--- src/sv/mspfr_pkg.sv ---
`timescale 1ns / 1ps
// Shared types, codes and the CRC-8 helper for the MSP v2 frame receiver.
// No dependencies; every module of the receiver imports this package.
package mspfr_pkg;

    // Header bytes and CRC-8 DVB-S2 constants.
    localparam logic [7:0] HDR_DOLLAR = 8'h24;
    localparam logic [7:0] HDR_X      = 8'h58;
    localparam logic [7:0] HDR_GT     = 8'h3E;
    localparam logic [7:0] CRC_POLY   = 8'hD5;
    localparam logic [7:0] CRC_TOP    = 8'h80;

    // Value of the store limit register after reset.
    localparam logic [15:0] STORE_LIMIT_RESET = 16'd32;

    // Parser phases.
    typedef enum logic [3:0] {
        PH_HUNT    = 4'd0,
        PH_WANT_X  = 4'd1,
        PH_WANT_GT = 4'd2,
        PH_FLAG    = 4'd3,
        PH_ID_LO   = 4'd4,
        PH_ID_HI   = 4'd5,
        PH_LEN_LO  = 4'd6,
        PH_LEN_HI  = 4'd7,
        PH_PAYLOAD = 4'd8,
        PH_CHECK   = 4'd9
    } t_phase;

    // Result kinds.
    typedef enum logic [1:0] {
        KIND_STORE = 2'd0,
        KIND_GOOD  = 2'd1,
        KIND_BAD   = 2'd2
    } t_kind;

    // One result word as it travels from the parser to the output stage.
    typedef struct packed {
        t_kind       kind;
        logic [15:0] index;
        logic [7:0]  data;
        logic [15:0] id;
        logic [7:0]  flag;
        logic [15:0] length;
    } t_result;

    // CRC-8 DVB-S2 update over one byte, MSB first.
    function automatic logic [7:0] crc8_update(input logic [7:0] crc, input logic [7:0] b);
        logic [7:0] c;
        c = crc ^ b;
        for (int k = 0; k < 8; k++) begin
            if ((c & CRC_TOP) != 8'h00) begin
                c = {c[6:0], 1'b0} ^ CRC_POLY;
            end else begin
                c = {c[6:0], 1'b0};
            end
        end
        return c;
    endfunction

endpackage

--- src/sv/mspfr_parser.sv ---
`timescale 1ns / 1ps
// Front end of the receiver: header hunt, field capture, running CRC and result classification.
// Depends on mspfr_pkg for the phase enum, result struct and CRC function.
module mspfr_parser import mspfr_pkg::*; (
    input  logic        i_clk,
    input  logic        i_rst_n,
    input  logic        i_take,
    input  logic [7:0]  i_byte,
    input  logic [15:0] i_store_limit,
    output logic        o_push,
    output t_result     o_result,
    output t_phase      o_phase
);

    t_phase      r_phase, n_phase;
    logic [7:0]  r_crc, n_crc;
    logic [15:0] r_id, n_id;
    logic [15:0] r_len, n_len;
    logic [15:0] r_count, n_count;
    logic [7:0]  r_flag, n_flag;

    logic [7:0]  w_crc_next;
    logic [15:0] w_count_inc;
    logic [15:0] w_len_full;

    assign w_crc_next  = crc8_update(r_crc, i_byte);
    assign w_count_inc = r_count + 16'd1;
    assign w_len_full  = {i_byte, r_len[7:0]};
    assign o_phase     = r_phase;

    // Phase register and frame fields.
    always_ff @(posedge i_clk) begin
        if (!i_rst_n) begin
            r_phase <= PH_HUNT;
            r_crc   <= 8'h00;
            r_id    <= 16'h0000;
            r_len   <= 16'h0000;
            r_count <= 16'h0000;
            r_flag  <= 8'h00;
        end else begin
            r_phase <= n_phase;
            r_crc   <= n_crc;
            r_id    <= n_id;
            r_len   <= n_len;
            r_count <= n_count;
            r_flag  <= n_flag;
        end
    end

    // Next phase, field updates and the result word for the accepted byte.
    always_comb begin
        n_phase  = r_phase;
        n_crc    = r_crc;
        n_id     = r_id;
        n_len    = r_len;
        n_count  = r_count;
        n_flag   = r_flag;
        o_push   = 1'b0;
        o_result = '{kind: KIND_STORE, index: 16'h0000, data: 8'h00,
                     id: r_id, flag: r_flag, length: r_len};
        if (i_take) begin
            unique case (r_phase)
                PH_WANT_X: begin
                    if (i_byte == HDR_X) begin
                        n_phase = PH_WANT_GT;
                    end else if (i_byte == HDR_DOLLAR) begin
                        n_phase = PH_WANT_X;
                    end else begin
                        n_phase = PH_HUNT;
                    end
                end
                PH_WANT_GT: begin
                    if (i_byte == HDR_GT) begin
                        n_phase = PH_FLAG;
                    end else if (i_byte == HDR_DOLLAR) begin
                        n_phase = PH_WANT_X;
                    end else begin
                        n_phase = PH_HUNT;
                    end
                end
                PH_FLAG: begin
                    n_flag  = i_byte;
                    n_crc   = crc8_update(8'h00, i_byte);
                    n_phase = PH_ID_LO;
                end
                PH_ID_LO: begin
                    n_id    = {8'h00, i_byte};
                    n_crc   = w_crc_next;
                    n_phase = PH_ID_HI;
                end
                PH_ID_HI: begin
                    n_id    = {i_byte, r_id[7:0]};
                    n_crc   = w_crc_next;
                    n_phase = PH_LEN_LO;
                end
                PH_LEN_LO: begin
                    n_len   = {8'h00, i_byte};
                    n_crc   = w_crc_next;
                    n_phase = PH_LEN_HI;
                end
                PH_LEN_HI: begin
                    n_len   = w_len_full;
                    n_crc   = w_crc_next;
                    n_count = 16'h0000;
                    n_phase = (w_len_full == 16'h0000) ? PH_CHECK : PH_PAYLOAD;
                end
                PH_PAYLOAD: begin
                    n_crc   = w_crc_next;
                    n_count = w_count_inc;
                    if (r_count < i_store_limit) begin
                        o_push         = 1'b1;
                        o_result.index = r_count;
                        o_result.data  = i_byte;
                    end
                    if (w_count_inc >= r_len) begin
                        n_phase = PH_CHECK;
                    end
                end
                PH_CHECK: begin
                    o_push        = 1'b1;
                    o_result.kind = (i_byte == r_crc) ? KIND_GOOD : KIND_BAD;
                    n_phase       = PH_HUNT;
                end
                default: begin
                    n_phase = (i_byte == HDR_DOLLAR) ? PH_WANT_X : PH_HUNT;
                end
            endcase
        end
    end

endmodule

--- src/sv/mspfr_queue.sv ---
`timescale 1ns / 1ps
// Short result queue between the parser and the output stage.
// Depends on mspfr_pkg for the result struct.
module mspfr_queue import mspfr_pkg::*; #(
    parameter int DEPTH = 2
) (
    input  logic                         i_clk,
    input  logic                         i_rst_n,
    input  logic                         i_push,
    input  t_result                      i_wdata,
    input  logic                         i_pop,
    output t_result                      o_rdata,
    output logic                         o_empty,
    output logic                         o_full,
    output logic [$clog2(DEPTH+1)-1:0]   o_count
);

    localparam int PTR_W = (DEPTH > 1) ? $clog2(DEPTH) : 1;
    localparam int CNT_W = $clog2(DEPTH + 1);

    t_result           r_mem [DEPTH];
    logic [PTR_W-1:0]  r_wr_ptr, r_rd_ptr;
    logic [CNT_W-1:0]  r_count;
    logic              w_do_push, w_do_pop;

    assign o_empty   = (r_count == '0);
    assign o_full    = (r_count == CNT_W'(DEPTH));
    assign o_count   = r_count;
    assign w_do_push = i_push && !o_full;
    assign w_do_pop  = i_pop && !o_empty;
    assign o_rdata   = r_mem[r_rd_ptr];

    // Storage for queued words.
    always_ff @(posedge i_clk) begin
        if (w_do_push) begin
            r_mem[r_wr_ptr] <= i_wdata;
        end
    end

    // Pointers and occupancy.
    always_ff @(posedge i_clk) begin
        if (!i_rst_n) begin
            r_wr_ptr <= '0;
            r_rd_ptr <= '0;
            r_count  <= '0;
        end else begin
            if (w_do_push) begin
                r_wr_ptr <= (r_wr_ptr == PTR_W'(DEPTH - 1)) ? '0 : r_wr_ptr + 1'b1;
            end
            if (w_do_pop) begin
                r_rd_ptr <= (r_rd_ptr == PTR_W'(DEPTH - 1)) ? '0 : r_rd_ptr + 1'b1;
            end
            if (w_do_push && !w_do_pop) begin
                r_count <= r_count + 1'b1;
            end else if (w_do_pop && !w_do_push) begin
                r_count <= r_count - 1'b1;
            end
        end
    end

endmodule

--- src/sv/mspfr_out_stage.sv ---
`timescale 1ns / 1ps
// Back end of the receiver: registered output word with its valid/ready handshake.
// Depends on mspfr_pkg for the result struct.
module mspfr_out_stage import mspfr_pkg::*; (
    input  logic    i_clk,
    input  logic    i_rst_n,
    input  logic    i_avail,
    input  t_result i_word,
    output logic    o_pop,
    output logic    o_valid,
    input  logic    i_ready,
    output t_result o_word
);

    logic    r_valid;
    t_result r_word;

    // Load a new word whenever the register is empty or being drained.
    assign o_pop   = i_avail && (!r_valid || i_ready);
    assign o_valid = r_valid;
    assign o_word  = r_word;

    // Valid flag.
    always_ff @(posedge i_clk) begin
        if (!i_rst_n) begin
            r_valid <= 1'b0;
        end else if (!r_valid || i_ready) begin
            r_valid <= i_avail;
        end
    end

    // Payload register.
    always_ff @(posedge i_clk) begin
        if (o_pop) begin
            r_word <= i_word;
        end
    end

endmodule

--- src/sv/msp_v2_frame_receiver.sv ---
`timescale 1ns / 1ps
// MSP v2 response frame receiver: takes one received serial byte per cycle, hunts for the
// '$' 'X' '>' header, captures flag, id and length, checks the CRC-8 DVB-S2 (0xD5) and emits
// one word per stored payload byte and one per frame end. A byte is taken every cycle while
// the result queue (QUEUE_DEPTH words) has room; the CRC is fully unrolled, so the only thing
// that slows input is a stalled output side filling the queue and output register. Results
// pass through the result queue and then the output register. The store limit register
// may be written at any cycle (o_cfg_ready is always high) but should change only when idle.
// Depends on mspfr_pkg, mspfr_parser, mspfr_queue and mspfr_out_stage.
module msp_v2_frame_receiver import mspfr_pkg::*; #(
    parameter int QUEUE_DEPTH = 2
) (
    input  logic        i_clk,
    input  logic        i_rst_n,
    // Received byte words.
    input  logic        i_rx_valid,
    output logic        o_rx_ready,
    input  logic [7:0]  i_rx_byte,
    // Result words.
    output logic        o_res_valid,
    input  logic        i_res_ready,
    output logic [1:0]  o_result_kind,
    output logic [15:0] o_byte_index,
    output logic [7:0]  o_data_byte,
    output logic [15:0] o_message_id,
    output logic [7:0]  o_frame_flag,
    output logic [15:0] o_payload_length,
    // Store limit register write.
    input  logic        i_cfg_valid,
    output logic        o_cfg_ready,
    input  logic [15:0] i_store_limit
);

    logic [15:0] r_store_limit;
    logic        w_take;
    logic        w_push;
    t_result     w_push_word;
    t_phase      w_phase;
    t_result     w_q_word;
    logic        w_q_empty, w_q_full, w_pop;
    logic [$clog2(QUEUE_DEPTH+1)-1:0] w_q_count;
    t_result     w_out_word;

    // Store limit register.
    assign o_cfg_ready = 1'b1;
    always_ff @(posedge i_clk) begin
        if (!i_rst_n) begin
            r_store_limit <= STORE_LIMIT_RESET;
        end else if (i_cfg_valid) begin
            r_store_limit <= i_store_limit;
        end
    end

    // A byte is taken only when the queue can hold a possible result.
    assign o_rx_ready = !w_q_full;
    assign w_take     = i_rx_valid && o_rx_ready;

    mspfr_parser u_parser (
        .i_clk         (i_clk),
        .i_rst_n       (i_rst_n),
        .i_take        (w_take),
        .i_byte        (i_rx_byte),
        .i_store_limit (r_store_limit),
        .o_push        (w_push),
        .o_result      (w_push_word),
        .o_phase       (w_phase)
    );

    mspfr_queue #(
        .DEPTH (QUEUE_DEPTH)
    ) u_queue (
        .i_clk   (i_clk),
        .i_rst_n (i_rst_n),
        .i_push  (w_push),
        .i_wdata (w_push_word),
        .i_pop   (w_pop),
        .o_rdata (w_q_word),
        .o_empty (w_q_empty),
        .o_full  (w_q_full),
        .o_count (w_q_count)
    );

    mspfr_out_stage u_out (
        .i_clk   (i_clk),
        .i_rst_n (i_rst_n),
        .i_avail (!w_q_empty),
        .i_word  (w_q_word),
        .o_pop   (w_pop),
        .o_valid (o_res_valid),
        .i_ready (i_res_ready),
        .o_word  (w_out_word)
    );

    // Unpack the output word onto the ports.
    assign o_result_kind    = w_out_word.kind;
    assign o_byte_index     = w_out_word.index;
    assign o_data_byte      = w_out_word.data;
    assign o_message_id     = w_out_word.id;
    assign o_frame_flag     = w_out_word.flag;
    assign o_payload_length = w_out_word.length;

    // Queue occupancy never goes past its depth.
    a_queue_bound: assert property (@(posedge i_clk) disable iff (!i_rst_n)
        w_q_count <= ($clog2(QUEUE_DEPTH+1))'(QUEUE_DEPTH))
        else $error("result queue occupancy beyond depth");

    // A checksum byte always leaves a result waiting somewhere downstream.
    a_check_result: assert property (@(posedge i_clk) disable iff (!i_rst_n)
        (w_take && w_phase == PH_CHECK) |=> (o_res_valid || !w_q_empty))
        else $error("frame end produced no result");

    // Frame end words carry zero index and data.
    a_end_word: assert property (@(posedge i_clk) disable iff (!i_rst_n)
        (o_res_valid && o_result_kind != KIND_STORE) |->
            (o_byte_index == 16'h0000 && o_data_byte == 8'h00))
        else $error("frame end word with payload fields set");

endmodule

--- config.mk ---
export PLATFORM = sky130hd
export DESIGN_NAME = msp_v2_frame_receiver
export DESIGN_NICKNAME = d
export VERILOG_FILES = /design/src/sv/mspfr_pkg.sv /design/src/sv/mspfr_parser.sv /design/src/sv/mspfr_queue.sv /design/src/sv/mspfr_out_stage.sv /design/src/sv/msp_v2_frame_receiver.sv
export SDC_FILE = /design/constraint.sdc
export NUM_CORES = 1
export LEC_CHECK = 0
export ABC_AREA = 1
export BUFFER_PORTS_ARGS = -buffer_cell sky130_fd_sc_hd__buf_4
export CAP_MARGIN = 20
export CORE_ASPECT_RATIO = 0.8
export CORE_MARGIN = 4
export CORE_UTILIZATION = 45
export CTS_BUF_LIST = sky130_fd_sc_hd__clkbuf_4
export CTS_CLUSTER_DIAMETER = 150
export DETAILED_ROUTE_END_ITERATION = 8
export SYNTH_ARGS = -nofsm -noshare
export SYNTH_HDL_FRONTEND = slang
export SYNTH_SLANG_ARGS = --single-unit
--- constraint.sdc ---
create_clock -name i_clk -period 13.97 [get_ports i_clk]
set_input_delay 1.397 -clock i_clk [delete_from_list [all_inputs] [get_ports i_clk]]
set_output_delay 1.397 -clock i_clk [all_outputs]
set_load 0.05 [all_outputs]
# == After elaboration in Yosys (flattened, before gate mapping) ==
# Memories as Yosys holds them, arrays and structs flattened. A register that Yosys moved wholly into a read port is not among the register bits.
# Index checks and enable logic that the tools add are counted.
# op_classes
add_sub_neg,5
multipliers,0
div,0
order_cmp,2
n_eq_ne,15
shifts,0
n_mux,54
bitwise,19
reduce_logical,28
# op_table
operator,count
2-to-1 mux 8 bit,30
one-hot mux 16 bit (2 select lines),3
NOT 5 bit,16
2-to-1 mux 24 bit,2
one-hot mux 4 bit (9 select lines),1
2-to-1 mux 26 bit,1
adder 16 x 1 -> 16 bit (second input constant),1
equality test 4 x 3 -> 1 bit (second input constant),4
equality test 8 x 6 -> 1 bit (second input constant),2
>= comparator 16 bit,1
logical NOT 16 bit,1
less-than comparator 16 bit,1
one-hot mux 8 bit (2 select lines),1
2-to-1 mux 4 bit,3
AND reduction 2 bit,6
nonzero test 2 bit,5
equality test 4 x 2 -> 1 bit (second input constant),2
equality test 4 bit (second input constant),2
equality test 8 x 7 -> 1 bit (second input constant),1
equality test 8 bit,1
2-to-1 mux 1 bit,8
2-to-1 mux 2 bit,4
bitwise XOR 8 bit,1
logical AND 1 bit,6
13 further kinds,20
# totals
register_bits,89
latchBits,0
ram_bits,132
romBits,0
in_bits,29
out_inout_bits,69
word_cells,137
mem_count,1
# memory_table
name,depth,word_bits,read_ports,rd_ports_with_merged_regs,wr,line_no,rtl
u_queue.r_mem,2,66,1,1,1,mspfr_queue.sv:21,t_result r_mem [DEPTH];

# == Logic depth before layout (Yosys ltp) ==
# Gate-level depths: netlist (run 1).
# depth
depth_word,31
mapped_depth,20
ltp_nobuf,19

# == Hierarchy ==
# Synthesis (run 1) repeated with hierarchy kept, for this count alone.
# hier_totals
hier_cells,1132
hier_area_um2,12852.3
# modules_own_cells
mod,n_inst,cells_each,area_per_inst_um2,seq_area_each_um2
mspfr_queue,1,243,5165.0,4063.9
mspfr_parser,1,710,4956.0,1361.3
mspfr_out_stage,1,73,2033.2,2001.9
msp_v2_frame_receiver,1,106,698.2,320.3

# == Worst setup path before layout (run 1) ==
# No wires, ideal clock.
# synth_timing
kind,input-to-reg
startpoint,input i_res_ready
endpoint,register u_queue.r_count[1] (netlist: u_queue.o_count[1])
setup_time_ps,122
arrival_ps,5758
required_ps,13848
setup_slack_ps,8090
path_stages,8
path_cell_list,nor2_1 a21oi_1 inv_1 ha_1 a21oi_1 o21ai_0 o21ai_0 a21oi_1
# synth_via
elab_chain_cells,6
word_cells_on_any_way,8
# synth_lines
item,line_no,rtl
from (decl),msp_v2_frame_receiver.sv:21,"input logic i_res_ready,"
logical OR 1 bit (*),mspfr_out_stage.sv:19,assign o_pop = i_avail && (!r_valid || i_ready);
logical AND 1 bit (*),mspfr_out_stage.sv:19,
via u_out.o_pop,mspfr_out_stage.sv:9,"output logic o_pop,"
logical AND 1 bit (*),mspfr_queue.sv:30,assign w_do_pop = i_pop && !o_empty;
logical NOT 1 bit,mspfr_queue.sv:53,if (w_do_push && !w_do_pop) begin
logical AND 1 bit,mspfr_queue.sv:53,
2-to-1 mux 2 bit or nonzero test 2 bit (tied branches),n/a,
to (signal assigned),mspfr_queue.sv:54,r_count <= r_count + 1'b1;
to (signal assigned),mspfr_queue.sv:56,r_count <= r_count - 1'b1;
to (decl),mspfr_queue.sv:23,logic [CNT_W-1:0] r_count;
# The timed path passes the listed nets; every way through them passes the cells marked *.
# A chain may end at the register's enable or synchronous reset.

# == Worst setup path after layout (run 1) ==
# layout_timing
startpoint,register u_parser.r_count[1]
endpoint,register u_parser.r_phase[0] (netlist: u_parser.o_phase[0])
# layout_via
elab_chain_cells,4
# layout_lines
item,line_no,rtl
from (decl),mspfr_parser.sv:19,"logic [15:0] r_count, n_count;"
from (signal assigned),mspfr_parser.sv:45,r_count <= n_count;
adder 16 x 1 -> 16 bit,mspfr_parser.sv:27,assign w_count_inc = r_count + 16'd1;
>= comparator 16 bit,mspfr_parser.sv:115,if (w_count_inc >= r_len) begin
!= test 2 x 1 -> 1 bit (no source line),n/a,
AND reduction 2 bit (no source line),n/a,
to (signal assigned),mspfr_parser.sv:41,r_phase <= n_phase;
to (decl),mspfr_parser.sv:15,"t_phase r_phase, n_phase;"
# Every way passes these cells.

==> results.json, run 1 <==
{
  "ios": 98,
  "yosys-top-cells-area": "edfxtp_1 (48%), dfxtp_1 (14%), nand2_1 (12%)",
  "nNetsFinal": 1442,
  "power_density_nw_per_um2": 182,
  "synth.top_cell.area_share_pct": 48.0,
  "cts_resized": 0,
  "cts_tree": "built",
  "final.setup.worst_slack_ps": 10700,
  "globalRouteOverflowTotal": 0,
  "dr.pass1.iters": 5,
  "dp_hpwl_um": 17900,
  "drc": 0,
  "postRouteWirelength_um": 27400,
  "netlist_top_cells_count": "nand2_1 (388), edfxtp_1 (198), inv_1 (102)",
  "area_growth_pct": 17.0,
  "async_reset_ff_share_pct": 0,
  "crit_required_ps": 14540,
  "clk_pin_slew_ps": 70,
  "vias": 8741,
  "viasPerCell": 4.86,
  "die_h_um": 156,
  "synth_seq_cells": 287,
  "setup_viol": 0,
  "synth-simple-area-share_pct": 19.0,
  "die_w_um": 193,
  "drive_gt1_share_pct": 20.6,
  "start_util_pct": 45.6,
  "postLayoutCoreUtil_pct": 53.3,
  "drt-wirelength-per-cell_um": 15.2,
  "worstSetupEndpointType": "flip-flop",
  "drt-initial-drc-count": 567,
  "final_max_slew_viol_count": 0,
  "relSlewSlack_pct": 29.8,
  "regArea_um2": 7730,
  "num-fill-cells": 2532,
  "skew_ps": 34.9,
  "synth_mux_area_share_pct": 0,
  "worstPathArrival_ps": 3840,
  "ys.flop_type": "edfxtp_1",
  "dp_slack_ps": 10350,
  "hp-class": "flip-flop to flip-flop",
  "port_buffers": 96,
  "synth-xor-area-share_pct": 1.75,
  "yosys_warnings": 0,
  "cts-root-buf": "clkbuf_4",
  "rrSetupSlack_ps": 10700,
  "multi_input_area_um2": 4050,
  "holdBufCountCts": 0,
  "outcome": "finished, final reports clean",
  "grt_pass1_wl_um": 43600,
  "cts_setup_buffers": 0,
  "start_kind": "flip-flop",
  "clockBufferDepth": 3,
  "synthAdderAreaFrac_pct": 3.64,
  "tightestPinTransition_ps": 1050,
  "clock_sinks": 287,
  "ys_types": 43,
  "place.gp.congestion": 0.854,
  "synth_area_um2": 12400,
  "vdd_drop_max_mv": 0.115,
  "rsz0062_at_grt": "no",
  "period_needed_ps": 3270,
  "synth_top_area_cell": "edfxtp_1",
  "worstSetupPathType": "flip-flop to flip-flop",
  "die_area_um2": 30200,
  "syn_area_per_cell_um2": 9.98,
  "grt_pass1_vias": 8254,
  "synth_top_family_by_area": "simple AND/OR/NAND/NOR gates",
  "synth-seq-area-share_pct": 62.4,
  "leakage_nw": 6.10,
  "synth_nets": 1305,
  "synth_compound_area_share_pct": 8.04,
  "track_usage_pct": 17.9,
  "maxCapViolations": 0,
  "htree_levels": 3,
  "ant_nets": 0,
  "synth-edff-count": 198,
  "fin_tns_setup_ps": 0,
  "yosysMostFrequentCell": "nand2_1",
  "grt_max_degree": 69,
  "cp_max_fo": 5,
  "max_freq_mhz": 306,
  "netlist_instances": 1240,
  "finalHoldViolations": 0,
  "period_share_pct": 23.4,
  "rows": 54,
  "antenna_found_initial": 1,
  "design.core.area_um2": 27200,
  "numCtsBuffers": 75,
  "clk_latency_ps": 680
}
## power by group
part           leakage (nW)  internal [mW]  switching, mW
Clock                 0.605          0.424          0.340
Combinational          2.85          0.199          0.591
Sequential             2.64           1.05         0.0363
## per-stage QoR
step	cell area [µm²]	total power [mW]	instances	hold slack (ps)
global placement	13400	1.90	1663	427
detailed placement	13400	1.90	1663	435
finish	14500	2.64	1800	442
CTS	14500	2.67	1798	439
global route	14500	2.79	1800	451
floorplan	12400	1.73	1240	420
## routing by layer
metal / global-route usage [%] / vias to the layer above / share of wire, %
met4: 5.80 / 0 / 1.7
met1: 27.5 / 3989 / 51
met3: 4.35 / 38 / 6.3
met2: 24.9 / 248 / 41
li1: - / 4466 / -
met5: 0 / - / 0
## flip-flops by register name, indices dropped and copies added, names as in the netlist, 8 cells and up
register / cells
u_queue.r_mem: 132
u_parser.r_flag: 8
r_store_limit: 16
u_parser.r_id: 16
u_parser.r_crc: 8
u_out.o_word: 66
u_parser.r_len: 16
u_parser.r_count: 16
## path summary, 6_finish.rpt
check                 startpoint  depth (start not counted)              endpoint
min reg2reg   u_parser.r_flag[6]                          0  u_queue.r_mem[1][22]
max reg2reg  u_parser.r_count[1]                         19   u_parser.o_phase[0]
max          u_parser.r_count[1]                         19   u_parser.o_phase[0]
min           u_parser.r_flag[6]                          0  u_queue.r_mem[1][22]
## critical path: stages, from the launching register on
cell and delay, ps:
dfxtp_1 430, ha_1 220, nand2_1 70, nor2_2 120, inv_1 80, nor2_1 170, nand3_1 170, nor3_1 210
xor2_1 160, inv_1 100, ha_1 280, nand4_1 130, nor3_1 310, nand3_1 120, nand4_1 150, nand2_1 150
inv_1 120, nand2_1 60, nand2_1 60, nor2_1 40
## cells in the final DEF (no fill, tap or decap), types with 9 or more instances in the layout
master    netlist  layout
inv_2           7       9
xor2_1         17      17
edfxtp_1      198     198
nand3_1        25      25
o21ai_0        64      64
clkbuf_4        0     118
nand4_1        11      11
nor3_1         13      13
nand2_2        19      19
buf_4           4     102
clkinv_1        1       9
a211oi_1       16      16
a21oi_1        90      87
nand2_1       388     388
ha_1           36      36
dfxtp_1        89      88
nor2_1         66      66
inv_1         102     101
## cells by family after synthesis
family,Yosys count
other,1
XOR/XNOR,23
buffers and inverters,157
flip-flops,287
adder cells (fa/ha/maj),36
AND/OR/NAND/NOR,552
AO/OA/AOI/OAI,184
## final cells by class
class | count | area share, %
Timing Repair Buffer | 103 | 5.36
Antenna cell | 1 | 0.0173
Multi-Input combinational cell | 796 | 28.0
Tap cell | 364 | 3.14
Inverter | 114 | 3.04
Clock inverter | 17 | 0.968
Clock buffer | 118 | 6.12
Sequential cell | 287 | 53.4
Note: power is estimated with default switching activity, not from simulation.
==> run 2, diff against run 1 <==
Settings changed: PLACE_DENSITY from default to 0.65.
Clock period 13.97 ns to 2.65 ns, I/O delays scaled along.
==> run 2 against run 1 <==
  * Core utilization rose by 4.0 points
  * Worst setup slack got worse by 11000 ps
  * Non-clock buffer count grew 85
  * Register-to-register slack lost 11000 ps
  * Total power grew to 5.3 times the previous value
  * Hold slack worse by 340 ps
  * Global-route usage increased by 0.81 points
  * Critical path type unchanged
  * Highest routed layer unchanged
==> results.json, run 2 (synthesized netlist as in run 1, its figures left out) <==
{
  "viasPerCell": 4.91,
  "worstSetupEndpointType": "flip-flop",
  "port_buffers": 96,
  "cts-root-buf": "clkbuf_4",
  "drc": 0,
  "grt_pass1_vias": 8830,
  "tightestPinTransition_ps": 769,
  "vdd_drop_max_mv": 0.920,
  "drt-wirelength-per-cell_um": 15.3,
  "cp_max_fo": 5,
  "drt-initial-drc-count": 619,
  "finalHoldViolations": 0,
  "clk_pin_slew_ps": 70,
  "leakage_nw": 6.64,
  "antenna_found_initial": 1,
  "die_w_um": 193,
  "die_h_um": 156,
  "skew_ps": 48.0,
  "start_kind": "flip-flop",
  "rows": 54,
  "hold_ws_ps": 100,
  "start_util_pct": 45.6,
  "postRouteWirelength_um": 29000,
  "globalRouteOverflowTotal": 0,
  "vias": 9278,
  "clkPwrFrac_pct": 28.6,
  "clk_latency_ps": 700,
  "max_freq_mhz": 377,
  "relSlewSlack_pct": 48.7,
  "power_density_nw_per_um2": 900,
  "worstSetupPathType": "flip-flop to flip-flop",
  "final_cell_mix": "nand2_1 (382), edfxtp_1 (198), buf_4 (141), clkbuf_4 (119), inv_1 (97)",
  "power_frac_comb_pct": 30.7,
  "rsz0062_at_grt": "yes",
  "final_max_slew_viol_count": 0,
  "design.core.area_um2": 27200,
  "layout_commonest_cell": "nand2_1",
  "die_area_um2": 30200,
  "totalPowerFinal_mw": 14.0,
  "grt_pass1_wl_um": 45600,
  "worstPathArrival_ps": 3220,
  "numCtsBuffers": 77,
  "largest_register_ffs": 132,
  "cts_tree": "built",
  "pwr-share-seq_pct": 40.8,
  "drive_gt1_share_pct": 25.4,
  "setup_viol": 0,
  "htree_levels": 3,
  "period_needed_ps": 2650,
  "p_switching_mw": 5.17,
  "track_usage_pct": 18.7,
  "sw_frac_of_total_pct": 36.9,
  "grt_max_degree": 70,
  "ant_nets": 0,
  "dp_hpwl_um": 18800,
  "clock_sinks": 287,
  "period_share_pct": 100,
  "crit_required_ps": 3220,
  "p_int_mw": 8.83,
  "dr.pass1.iters": 5,
  "ios": 98,
  "clockBufferDepth": 3,
  "hp-class": "input port to flip-flop",
  "regMostFlops": "u_queue.r_mem",
  "place.gp.congestion": 0.922,
  "nNetsFinal": 1529,
  "outcome": "finished, final reports clean",
  "maxCapViolations": 0,
  "area_growth_pct": 25.7
}
[run 2: changes by cell type in the layout (fill, tap and decap cells not counted), sizes merged]
cell | previous run | this run
buf | 103 | 149
bufinv | 2 | 1
clkbuf | 118 | 121
clkinv | 12 | 18
clkinvlp | 2 | 1
dlygate4sd3 | 0 | 37
inv | 115 | 114
[run 2: path summary, 6_finish.rpt]
check,slack (ps),startpoint,end,depth (start not counted)
max,0.4,u_parser.r_count[1],u_parser.o_phase[2],16
min,100,i_rx_byte[6],u_parser.r_id[14],4
max reg2reg,0.4,u_parser.r_count[1],u_parser.o_phase[2],16
min reg2reg,430,u_parser.r_flag[4],u_queue.r_mem[1][20],0
[run 2: power groups by stage]
stage,clock (mW),combinational (mW),sequential (mW)
after floorplan,0,1.72,7.34
after global placement,0,4.25,5.81
after detailed placement,0,4.29,5.82
after CTS,4.11,4.34,5.72
after global routing,4.36,4.64,5.76
final,4.00,4.29,5.71
[run 2: per-stage QoR]
step	cells	util (%)	setup TNS, ps	instance area, µm²	setup slack, ps
after global routing	1889	57.3	-796	15600	-239
after floorplan	1240	-	-46780	12500	-359
final	1889	57.3	0	15600	0.391
after detailed placement	1698	50.8	-702	13800	-205
after CTS	1884	56.6	0	15400	4.92
after global placement	1698	50.8	-447	13800	-147
[run 2: critical path: stages (launching register included)]
cell and delay, ps:
dfxtp_4 370, buf_6 100, inv_4 30, nor3_4 210
nand3_2 150, buf_4 180, nor2_4 120, xor2_2 220
ha_1 280, a21oi_1 140, o21ai_0 110, a21oi_2 130
nand4_1 130, nand2_2 140, inv_2 50, o21ai_1 120
nor2_1 40
[run 2: per-layer routing]
metal,global-route usage [%],share of wire [%],wire length [µm],vias up
met3,4.33,6.8,1980,37
met5,0,0,0,-
met1,27.4,48,13900,4323
li1,-,-,-,4648
met2,28.0,44,12700,270
met4,5.80,1.4,415,0
[run 2: timing repair]
item / in CTS / in global routing
pin swaps: 19 / 21
setup buffers: 10 / 3
setup endpoints to repair: 4 / 45
resized for setup: 26 / 26
endpoints found under the hold margin: 38 / 0
cloned: 0 / 2
hold buffers: 37 / 0
[run 2: layout make-up]
class / count / area (µm²)
Sequential cell: 287 / 7740
Timing Repair Buffer: 188 / 1600
Multi-Input combinational cell: 796 / 4280
Inverter: 114 / 443
Fill cell: 2362 / 11600
Antenna cell: 1 / 2.50
Clock buffer: 119 / 893
Clock inverter: 20 / 138
Tap cell: 364 / 455
==> run 3, diff against run 2 <==
Settings changed: CTS_BUF_LIST sky130_fd_sc_hd__clkbuf_4 to default, PLACE_DENSITY 0.65 to default.
Clock period 2.65 ns to 3.42 ns, I/O delays scaled along.
==> run 3 against run 2 <==
  * Final cell count decreased by 8.1%
  * Flip-flop and latch count unchanged
  * Count of clock-buffer cells in the layout decreased by 76
  * Total power decreased by 24%
  * Core utilization decreased by 3.6 points
  * Routed wire length decreased by 5.4%
  * First-iteration DRC count increased by 3.9%
  * Critical endpoint unchanged
  * Highest routed layer unchanged
==> results.json, run 3 (synthesized netlist as in run 1, its figures left out) <==
{
  "outcome": "finished, final reports clean",
  "finalHoldViolations": 0,
  "die_h_um": 156,
  "reg2reg_depth": 17,
  "period_share_pct": 88.0,
  "start_util_pct": 45.6,
  "final_cell_area_um2": 14600,
  "clock_sinks": 287,
  "grt_max_degree": 70,
  "area_growth_pct": 17.7,
  "skew_ps": 16.1,
  "crit_required_ps": 3860,
  "htree_levels": 1,
  "clockBufferDepth": 3,
  "numCtsBuffers": 29,
  "layout_commonest_cell": "nand2_1",
  "globalRouteOverflowTotal": 0,
  "holdPathStages": 3,
  "antenna_found_initial": 0,
  "hp-class": "input port to flip-flop",
  "cts_tree": "built",
  "ant_nets": 0,
  "largest_register_ffs": 132,
  "worstSetupEndpointType": "flip-flop",
  "track_usage_pct": 18.0,
  "setup_viol": 0,
  "postRouteWirelength_um": 27400,
  "postLayoutCoreUtil_pct": 53.7,
  "nNetsFinal": 1414,
  "grt_pass1_wl_um": 44100,
  "leakage_nw": 6.03,
  "cts_resized": 0,
  "worstPathArrival_ps": 3460,
  "vdd_drop_max_mv": 0.726,
  "drt-initial-drc-count": 643,
  "final_cell_mix": "nand2_1 (388), edfxtp_1 (198), buf_4 (112), inv_1 (101), dfxtp_1 (88)",
  "place.gp.congestion": 0.933,
  "die_w_um": 193,
  "cts-root-buf": "clkbuf_16",
  "ios": 98,
  "die_area_um2": 30200,
  "tightestPinTransition_ps": 918,
  "power_density_nw_per_um2": 731,
  "clk_pin_slew_ps": 60,
  "design.core.area_um2": 27200,
  "viasPerCell": 4.94,
  "antenna_cells": 0,
  "final_max_slew_viol_count": 0,
  "fin_tns_setup_ps": 0,
  "rsz0062_at_grt": "no",
  "dp_hpwl_um": 19100,
  "max_freq_mhz": 332,
  "drt-wirelength-per-cell_um": 15.8,
  "relSlewSlack_pct": 38.8,
  "cp_max_fo": 5,
  "maxCapViolations": 0,
  "port_buffers": 96,
  "period_needed_ps": 3010,
  "drc": 0,
  "vias": 8577,
  "drive_gt1_share_pct": 16.4,
  "worstSetupPathType": "flip-flop to flip-flop",
  "regMostFlops": "u_queue.r_mem",
  "rows": 54,
  "start_kind": "flip-flop",
  "grt_pass1_vias": 8117,
  "place_area_um2": 13700,
  "hold_ws_ps": 22.3,
  "dr.pass1.iters": 6,
  "clk_latency_ps": 560
}
[run 3: changes by cell type in the layout (fill, tap and decap cells not counted), moves of 6 or more]
cell	before	now
ha_4	6	0
clkbuf_16	2	29
ha_1	30	36
dfxtp_2	7	1
clkbuf_1	0	10
nand2_1	382	388
dlygate4sd3_1	37	2
buf_4	141	112
clkbuf_4	119	0
dfxtp_1	80	88
[run 3: final timing paths]
path | from | to | slack [ps]
hold reg to reg | u_parser.r_flag[7] | u_queue.r_mem[1][23] | 450
hold / removal | i_store_limit[0] | r_store_limit[0] | 20
setup / recovery | u_parser.r_count[0] | u_parser.o_phase[2] | 410
setup reg to reg | u_parser.r_count[0] | u_parser.o_phase[2] | 410
[run 3: critical path, stage by stage, from the launching register on]
cell and delay [ps]:
dfxtp_1 390, inv_1 110, nor3_2 260, nand3_1 200, nor3_2 190, nand3_1 140, o21ai_0 160, o21ai_1 80
inv_1 100, ha_1 250, a21oi_1 150, o21ai_0 100, a21oi_1 140, nand4_1 150, nand2_1 190, inv_1 90
o21ai_0 150, nor2_1 60
[run 3: through the flow]
| step | worst slack [ps] | power, mW | std cells |
|---|---|---|---|
| after floorplan | -572 | 7.02 | 1240 |
| after global placement | 526 | 7.78 | 1680 |
| after detailed placement | 464 | 7.81 | 1680 |
| after CTS | 441 | 10.8 | 1736 |
| after global routing | 52.6 | 11.2 | 1736 |
| final | 410 | 10.6 | 1736 |
[run 3: metal layers]
metal | global-route usage [%] | vias to the layer above | wire (µm)
li1 | - | 4358 | -
met1 | 28.3 | 3948 | 13900
met2 | 26.2 | 231 | 11300
met3 | 3.08 | 40 | 1640
met4 | 3.98 | 0 | 497
met5 | 0 | - | 0
[run 3: timing repair]
item | CTS | global route
hold endpoints to repair | 1 | 0
setup buffers | 0 | 0
hold buffers | 2 | 0
[run 3: final cells by class]
type                    count  area, µm²
flip-flops and latches    287       7730
clock inverters            11       75.1
multi-input cells         796       4050
inverters                 114        440
clock buffers              43        818
fillers                  2428      12600
repair buffers            121       1000
well taps                 364        455
[run 3: report_power, final]
group	total (mW)	internal [mW]	leakage, nW	switching (mW)
combinational	3.25	0.830	2.96	2.42
clock	2.96	1.66	0.435	1.30
sequential	4.43	4.29	2.64	0.141
total	10.6	6.78	6.03	3.86
